[config.mk]
export PLATFORM = sky130hd
export DESIGN_NAME = wide_char_to_utf8_encoder
export DESIGN_NICKNAME = d
export VERILOG_FILES = /design/src/rtl/wctu_pkg.sv /design/src/rtl/wctu_front.sv /design/src/rtl/wctu_jobq.sv /design/src/rtl/wctu_back.sv /design/src/rtl/wide_char_to_utf8_encoder.sv
export SDC_FILE = /design/constraint.sdc
export NUM_CORES = 1
export LEC_CHECK = 0
export BUFFER_PORTS_ARGS = -buffer_cell sky130_fd_sc_hd__buf_2
export CORE_MARGIN = 4
export CORE_UTILIZATION = 50
export DETAILED_ROUTE_END_ITERATION = 12
export MAX_ROUTING_LAYER = met4
export PLACE_DENSITY = 0.82
export REMOVE_ABC_BUFFERS = 1
export SETUP_SLACK_MARGIN = 0.3
export SLEW_MARGIN = 10
export SYNTH_ARGS = -nofsm -noshare
export SYNTH_HDL_FRONTEND = slang
export SYNTH_HIERARCHICAL = 1
export SYNTH_SLANG_ARGS = --single-unit
[constraint.sdc]
create_clock -name clk -period 4.6 [get_ports clk]
set_input_delay 0.23 -clock clk [delete_from_list [all_inputs] [get_ports clk]]
set_output_delay 0.23 -clock clk [all_outputs]
set_load 0.01 [all_outputs]
[src/rtl/wctu_pkg.sv]
// Package: shared types, constants and the UTF-8 byte builder for the wide-char encoder.
`timescale 1ns / 1ps
package wctu_pkg;

  localparam int JOBQ_DEPTH = 2;
  localparam int SEQ_BYTES  = 4;
  localparam int JOB_BYTES  = 7;

  localparam logic [5:0]  HIGH_SURR_TAG = 6'b110110;  // 0xD800 under 0xFC00
  localparam logic [5:0]  LOW_SURR_TAG  = 6'b110111;  // 0xDC00 under 0xFC00
  localparam logic [15:0] PLANE_TOP     = 16'h0010;   // upper half of 0x10FFFF
  localparam logic [7:0]  LEAD4         = 8'hF0;
  localparam logic [7:0]  LEAD3         = 8'hE0;
  localparam logic [2:0]  LEAD2_TAG     = 3'b110;     // 0xC0
  localparam logic [1:0]  CONT_TAG      = 2'b10;      // 0x80
  localparam logic [20:0] SUPP_BASE     = 21'h10000;

  // One UTF-8 sequence, unused bytes held at zero
  typedef struct packed {
    logic [0:SEQ_BYTES-1][7:0] bytes;
    logic [2:0]                len;
  } seq_t;

  // All bytes caused by one accepted unit; terminator (if any) is the last counted byte
  typedef struct packed {
    logic [0:JOB_BYTES-1][7:0] bytes;
    logic [2:0]                count;
    logic                      term;
  } job_t;

  function automatic seq_t encode(input logic [31:0] v, input logic four);
    seq_t s;
    s = '0;
    if (four) begin
      s.bytes[0] = LEAD4 | {5'd0, v[20:18]};
      s.bytes[1] = {CONT_TAG, v[17:12]};
      s.bytes[2] = {CONT_TAG, v[11:6]};
      s.bytes[3] = {CONT_TAG, v[5:0]};
      s.len      = 3'd4;
    end else if (v[31:7] == '0) begin
      s.bytes[0] = {1'b0, v[6:0]};
      s.len      = 3'd1;
    end else if (v[31:11] == '0) begin
      s.bytes[0] = {LEAD2_TAG, v[10:6]};
      s.bytes[1] = {CONT_TAG, v[5:0]};
      s.len      = 3'd2;
    end else begin
      // out-of-range values keep bits 19..12 in the lead byte
      s.bytes[0] = LEAD3 | v[19:12];
      s.bytes[1] = {CONT_TAG, v[11:6]};
      s.bytes[2] = {CONT_TAG, v[5:0]};
      s.len      = 3'd3;
    end
    return s;
  endfunction

endpackage

[src/rtl/wctu_front.sv]
// Front end: accepts units, tracks surrogate/string state and builds at most one byte job per unit.
`timescale 1ns / 1ps
module wctu_front (
  input  logic            clk,
  input  logic            rst,
  input  logic            unit_mode_we,
  input  logic            unit_mode_wdata,
  input  logic            in_take,
  input  logic [31:0]     code_unit,
  input  logic            last_unit,
  output logic            job_push,
  output wctu_pkg::job_t  job
);

  logic        mode;
  logic        holding, holding_next;
  logic [15:0] held, held_next;
  logic        string_ended, string_ended_next;

  logic          has_a;
  wctu_pkg::seq_t seq_a, seq_b;
  logic [15:0]   u16;
  logic [20:0]   cp;
  logic          four32;

  always_comb begin
    u16    = code_unit[15:0];
    cp     = wctu_pkg::SUPP_BASE + {1'b0, held[9:0], u16[9:0]};
    four32 = (code_unit[31:16] != '0) && (code_unit[31:16] <= wctu_pkg::PLANE_TOP);
    seq_a  = wctu_pkg::encode({16'd0, held}, 1'b0);
  end

  always_comb begin
    holding_next      = holding;
    held_next         = held;
    string_ended_next = string_ended;
    has_a             = 1'b0;
    seq_b             = '0;
    job.term          = 1'b0;
    if (string_ended) begin
      if (last_unit) string_ended_next = 1'b0;
    end else if (!mode) begin
      if (holding && u16[15:10] == wctu_pkg::LOW_SURR_TAG) begin
        holding_next = 1'b0;
        held_next    = '0;
        seq_b        = wctu_pkg::encode({11'd0, cp}, 1'b1);
        job.term     = last_unit;
      end else begin
        has_a        = holding;
        holding_next = 1'b0;
        held_next    = '0;
        if (u16 == '0) begin
          job.term          = 1'b1;
          string_ended_next = !last_unit;
        end else if (u16[15:10] == wctu_pkg::HIGH_SURR_TAG && !last_unit) begin
          holding_next = 1'b1;
          held_next    = u16;
        end else begin
          seq_b    = wctu_pkg::encode({16'd0, u16}, 1'b0);
          job.term = last_unit;
        end
      end
    end else begin
      if (code_unit == '0) begin
        job.term          = 1'b1;
        string_ended_next = !last_unit;
      end else begin
        seq_b    = wctu_pkg::encode(code_unit, four32);
        job.term = last_unit;
      end
    end
    job.count = (has_a ? 3'd3 : 3'd0) + seq_b.len + {2'd0, job.term};
    if (has_a) begin
      job.bytes = {seq_a.bytes[0:2], seq_b.bytes};
    end else begin
      job.bytes = {seq_b.bytes, 24'd0};
    end
    job_push = in_take && (job.count != 3'd0);
  end

  always_ff @(posedge clk) begin
    if (rst) begin
      mode         <= 1'b0;
      holding      <= 1'b0;
      held         <= '0;
      string_ended <= 1'b0;
    end else if (unit_mode_we) begin
      // mode change drops any held high surrogate silently
      mode    <= unit_mode_wdata;
      holding <= 1'b0;
      held    <= '0;
    end else if (in_take) begin
      holding      <= holding_next;
      held         <= held_next;
      string_ended <= string_ended_next;
    end
  end

endmodule

[src/rtl/wctu_jobq.sv]
// Job queue: short FIFO of byte jobs between front end and serialiser.
`timescale 1ns / 1ps
module wctu_jobq (
  input  logic            clk,
  input  logic            rst,
  input  logic            push,
  input  wctu_pkg::job_t  push_job,
  output logic            full,
  input  logic            pop,
  output logic            q_valid,
  output wctu_pkg::job_t  q_job
);

  localparam int DEPTH = wctu_pkg::JOBQ_DEPTH;
  localparam int AW    = $clog2(DEPTH);

  wctu_pkg::job_t  slots [DEPTH];
  logic [AW-1:0]   wptr, rptr;
  logic [AW:0]     cnt, cnt_next;
  logic            do_push, do_pop;

  always_comb begin
    full     = (cnt == (AW+1)'(DEPTH));
    q_valid  = (cnt != '0);
    q_job    = slots[rptr];
    do_push  = push && !full;
    do_pop   = pop && q_valid;
    cnt_next = cnt + {{AW{1'b0}}, do_push} - {{AW{1'b0}}, do_pop};
  end

  always_ff @(posedge clk) begin
    if (rst) begin
      wptr <= '0;
      rptr <= '0;
      cnt  <= '0;
    end else begin
      if (do_push) wptr <= wptr + 1'b1;
      if (do_pop)  rptr <= rptr + 1'b1;
      cnt <= cnt_next;
    end
  end

  always_ff @(posedge clk) begin
    if (do_push) slots[wptr] <= push_job;
  end

endmodule

[src/rtl/wctu_back.sv]
// Serialiser: walks the current job one byte per cycle onto the result port while pop is held.
`timescale 1ns / 1ps
module wctu_back (
  input  logic            clk,
  input  logic            rst,
  input  logic            q_valid,
  input  wctu_pkg::job_t  q_job,
  output logic            q_pop,
  output logic [7:0]      out_byte,
  output logic            end_of_text,
  output logic            empty,
  input  logic            pop
);

  wctu_pkg::job_t cur;
  logic           cur_valid;
  logic [2:0]     idx;
  logic           at_last, load;

  always_comb begin
    at_last     = (idx == cur.count - 3'd1);
    load        = !cur_valid || (pop && at_last);
    q_pop       = load && q_valid;
    empty       = !cur_valid;
    out_byte    = cur.bytes[idx];
    end_of_text = cur.term && at_last;
  end

  always_ff @(posedge clk) begin
    if (rst) begin
      cur_valid <= 1'b0;
      idx       <= '0;
    end else if (load) begin
      cur_valid <= q_valid;
      idx       <= '0;
    end else if (pop) begin
      idx <= idx + 3'd1;
    end
  end

  always_ff @(posedge clk) begin
    if (q_pop) cur <= q_job;
  end

endmodule

[src/rtl/wide_char_to_utf8_encoder.sv]
// Top level: wide code unit (UTF-16 / UTF-32) to UTF-8 byte stream encoder.
`timescale 1ns / 1ps
//
//  Channel   Handshake               Payload
//  -------   ---------------------   ------------------------------------
//  input     push / full             code_unit[31:0], last_unit
//  result    empty / pop             out_byte[7:0], end_of_text
//  config    unit_mode_we            unit_mode_wdata (0 = UTF-16, 1 = UTF-32)
//
//  The front end takes one unit per cycle while the job queue has room; the
//  serialiser emits one byte per cycle while popped, and a unit yields 0 to 7
//  result bytes (typically 1..4, plus 3 for a flushed surrogate and 1
//  for the terminator). Sustained rate is set by the one-byte result port.
//  Either side may stall; the two-entry job queue decouples them.
//  Reset (rst, synchronous) empties the queue and clears surrogate and
//  string state; mode returns to UTF-16.
//
module wide_char_to_utf8_encoder (
  input  logic        clk,
  input  logic        rst,
  // config
  input  logic        unit_mode_we,
  input  logic        unit_mode_wdata,
  // input transactions
  input  logic        push,
  output logic        full,
  input  logic [31:0] code_unit,
  input  logic        last_unit,
  // result transactions
  output logic        empty,
  input  logic        pop,
  output logic [7:0]  out_byte,
  output logic        end_of_text
);

  wctu_pkg::job_t job, q_job;
  logic           job_push, q_valid, q_pop, in_take;

  // a unit is taken whenever the queue can hold its job
  assign in_take = push && !full;

  wctu_front u_front (
    .clk             (clk),
    .rst             (rst),
    .unit_mode_we    (unit_mode_we),
    .unit_mode_wdata (unit_mode_wdata),
    .in_take         (in_take),
    .code_unit       (code_unit),
    .last_unit       (last_unit),
    .job_push        (job_push),
    .job             (job)
  );

  wctu_jobq u_jobq (
    .clk      (clk),
    .rst      (rst),
    .push     (job_push),
    .push_job (job),
    .full     (full),
    .pop      (q_pop),
    .q_valid  (q_valid),
    .q_job    (q_job)
  );

  wctu_back u_back (
    .clk         (clk),
    .rst         (rst),
    .q_valid     (q_valid),
    .q_job       (q_job),
    .q_pop       (q_pop),
    .out_byte    (out_byte),
    .end_of_text (end_of_text),
    .empty       (empty),
    .pop         (pop)
  );

endmodule

==> qor.txt <==
Post-Synthesis Cell Area: 9713 sq um
Yosys synthesis warning count: 6
Fraction of layout cells with a size suffix above 1: 0.2491
Arrival time at the worst endpoint: 4.09 ns
Synthesized netlist cell count: 748
Fin. Hold Viols: 0
Placer's final routability congestion estimate: 1.034
Final wirelength: 23.00 mm
Hold Worst Slack: 0.03315 ns
Maximum number of pins on one net before global-route repair: 61
Clock tree from TritonCTS: done
Total setup violations reported at the end of the flow: 0
Final #Nets: 827
Area enclosed by the die boundary: 21720 sq um
RSZ-0062 raised after global routing: false
TritonCTS Buffers: 21
Number of top-level pins: 50
Vias per cell: 6.119
Horizontal extent of the die: 147.4 microns
Core Box Area: 18890 sq um
Path type of the worst setup path: register to register
Final design instance area without fill: 10840 sq um
Sink count of the clock tree: 208
Antenna violations before repair: 0
Overall power after layout: 5.715 mW
Worst Tran Pin Value: 0.9019 ns
Die Y: 147.4 microns
Leading post-synthesis cells by instance count: 180 x sky130_fd_sc_hd__edfxtp_1, 69 x sky130_fd_sc_hd__mux2_2, 56 x sky130_fd_sc_hd__a21oi_1, 55 x sky130_fd_sc_hd__nor2_1, 43 x sky130_fd_sc_hd__nand2_1
Area occupied by multi-input gates: 3343 sq um
Root buffer cell: sky130_fd_sc_hd__clkbuf_16
Critical path peak fanout: 16
Worst-skew pair later-pin latency: 0.49 ns
Clk slew on worst S/H paths: 0.06 ns
ANT cells: 0
Mean Syn Cell Area: 12.99 sq um
Commonest register cell after synthesis: sky130_fd_sc_hd__edfxtp_1
Number of port buffers: 49
Leakage: 3.720 nW
Share of the clock period used by the worst path after layout: 0.8100
Share of flip-flops with an asynchronous set or reset after synthesis: 0
Cell types occupying the most area after synthesis: sky130_fd_sc_hd__edfxtp_1 56%, sky130_fd_sc_hd__mux2_2 8.0%, sky130_fd_sc_hd__dfxtp_1 5.8%
Final TNS setup: 0 ns
Worst clock skew on the final layout: 0.01048 ns
Number of violations of the max-capacitance limit: 0
Hpwl dp: 15.64 mm
Setup crit start kind: register
GRT Resource Usage Total: 0.2162
Number of cell rows: 50
1st-iter DRT viols: 705
Minimum clock period: 3.726 ns
Cell with the most instances after synthesis: sky130_fd_sc_hd__edfxtp_1
Wire length of the first global-routing pass: 36.13 mm
P&R area growth vs syn: 11.59%
CP Capture Type: register
Total power per unit cell area: 527.2 nW/um^2
Number of fillers in the final layout: 1513
Number of synthesized flops with an enable pin: 180
Seq. cell area: 5967 sq um
Data required time at the worst endpoint: 4.97 ns
Instance area after placement: 10140 sq um
Path class of the lowest-slack min-delay path: primary input to register
Seq/Total Area, Yosys: 0.6142
Synthesized flop and latch total: 208
DRC: 0
Clk buf depth: 3
Slew Limit Headroom: 0.3975
Via count: 6456
Synth area leader: sky130_fd_sc_hd__edfxtp_1
Count of pins over their slew limit: 0
Number of global-route vias before repair: 6431
Maximum clock frequency: 268.4 MHz
Routed wire length per instance: 21.80 microns
Top cell type's share of synthesized area: 0.5565
Antenna violation net count after detailed routing: 0
Worst vdd rail ir drop: 0.2605 mV
Detailed-routing iteration count for the pre-antenna-repair pass: 5
Global route overflow: 0
Status: finished clean
Synth cell types: 75
Starting density of the core: 0.5141
Total number of H-tree levels: 1
[registers in the layout, summed over array words and instances, names as in the netlist, named ones only]
signal,cells
u_jobq/wptr,1
u_jobq/slots,120
u_back/cur_valid,1
u_jobq/rptr,1
u_front/string_ended,1
u_back/cur,60
u_front/held,16
u_back/idx,3
u_front/holding,1
u_jobq/cnt,2
u_front/mode,1
[worst max-delay path, stage by stage (launching register included)]
cell and delay (ns):
sky130_fd_sc_hd__dfxtp_1 0.69, sky130_fd_sc_hd__inv_1 0.36, sky130_fd_sc_hd__nor2_1 0.28, sky130_fd_sc_hd__o221ai_1 0.20
sky130_fd_sc_hd__fa_1 0.38, sky130_fd_sc_hd__inv_1 0.07, sky130_fd_sc_hd__fa_1 0.44, sky130_fd_sc_hd__o31a_1 0.32
sky130_fd_sc_hd__nand2_1 0.07, sky130_fd_sc_hd__ha_1 0.22, sky130_fd_sc_hd__inv_1 0.06, sky130_fd_sc_hd__ha_1 0.14
sky130_fd_sc_hd__xor2_1 0.18, sky130_fd_sc_hd__and2_1 0.16, sky130_fd_sc_hd__nor3_1 0.04
[repair_timing]
| item | 4_1_cts | 5_1_grt |
|---|---|---|
| gates resized for setup | 0 | 0 |
| setup buffers | 0 | 0 |
| hold endpoints to repair | 2 | 0 |
| hold buffers | 2 | 0 |
[final timing paths]
check / from / end / slack (ns) / cells past startpoint
setup / recovery: u_front/mode / u_jobq/cnt[1] / 0.87 / 14
hold reg to reg: u_front/held[11] / u_front/held[11] / 0.48 / 2
hold / removal: pop / u_back/idx[2] / 0.03 / 2
setup reg to reg: u_front/mode / u_jobq/cnt[1] / 0.87 / 14
[report_power, final]
group | internal [mW] | total, mW | leakage [nW] | switching (mW)
registers | 2.69 | 2.85 | 1.90 | 0.163
clock network | 1.00 | 1.67 | 0.330 | 0.670
logic | 0.503 | 1.19 | 1.49 | 0.684
[cells in the final DEF, fill, tap and decap left out, types with 4 or more instances in the layout]
cell type,n
sky130_fd_sc_hd__o21ai_0,8
sky130_fd_sc_hd__a21oi_1,56
sky130_fd_sc_hd__nand3_1,17
sky130_fd_sc_hd__nor2_1,55
sky130_fd_sc_hd__a31oi_1,5
sky130_fd_sc_hd__a211oi_1,10
sky130_fd_sc_hd__and2_1,9
sky130_fd_sc_hd__nor2b_1,4
sky130_fd_sc_hd__o32ai_1,7
sky130_fd_sc_hd__o22ai_1,10
sky130_fd_sc_hd__nor3_1,15
sky130_fd_sc_hd__xnor2_1,4
sky130_fd_sc_hd__nand2b_1,4
sky130_fd_sc_hd__o311ai_0,4
sky130_fd_sc_hd__buf_2,49
sky130_fd_sc_hd__mux4_2,8
sky130_fd_sc_hd__a22oi_1,8
sky130_fd_sc_hd__clkinv_1,8
sky130_fd_sc_hd__and3_1,9
sky130_fd_sc_hd__a21boi_0,4
sky130_fd_sc_hd__edfxtp_1,180
sky130_fd_sc_hd__xor2_1,4
sky130_fd_sc_hd__o31ai_1,8
sky130_fd_sc_hd__dfxtp_1,27
sky130_fd_sc_hd__mux2_2,69
sky130_fd_sc_hd__nor4_1,7
sky130_fd_sc_hd__nand2_1,43
sky130_fd_sc_hd__conb_1,12
sky130_fd_sc_hd__ha_1,5
sky130_fd_sc_hd__clkbuf_16,21
sky130_fd_sc_hd__a221oi_1,17
sky130_fd_sc_hd__buf_4,17
sky130_fd_sc_hd__inv_1,14
sky130_fd_sc_hd__or4_1,4
[through the flow]
step,setup slack (ns),instances,utilization
after floorplan,-0.6099,687,-
final,0.8738,1055,0.5737
after detailed placement,0.6665,1016,0.5365
after global placement,0.7568,1016,0.5365
after global routing,0.5827,1055,0.5737
after CTS,0.9062,1055,0.5737
[layer usage]
layer | routed length, microns | global-route usage | vias to the layer above | share of wire
met3 | 1701 | 0.02974 | 73 | 0.074
met4 | 789 | 0.07689 | 0 | 0.034
li1 | - | - | 2921 | -
met5 | 0 | - | - | 0
met1 | 9791 | 0.2926 | 3123 | 0.43
met2 | 10720 | 0.3396 | 339 | 0.47
[layout make-up]
type                            instances  share of cell area
Clock buffer                           22             0.04883
Clock inverter                         15             0.01420
Sequential cell                       208              0.5505
Multi-Input combinational cell        461              0.3084
Tap cell                              260             0.03001
Timing Repair Buffer                   71             0.04179
Inverter                               18            0.006233
[cell families (layout without fill, tap and decap cells)]
| logic type | Yosys count | in the layout | share of synthesized area |
|---|---|---|---|
| flops | 208 | 208 | 0.6142 |
| fa+ha+maj | 7 | 7 | 0.01056 |
| buf+inv | 90 | 126 | 0.04702 |
| mux | 78 | 78 | 0.09958 |
| other cells | 1 | 12 | 0.0003861 |
| compound gates | 164 | 164 | 0.1175 |
| xor+xnor | 9 | 9 | 0.009660 |
| simple gates | 191 | 191 | 0.1011 |
(Power assumes the default switching activity.)
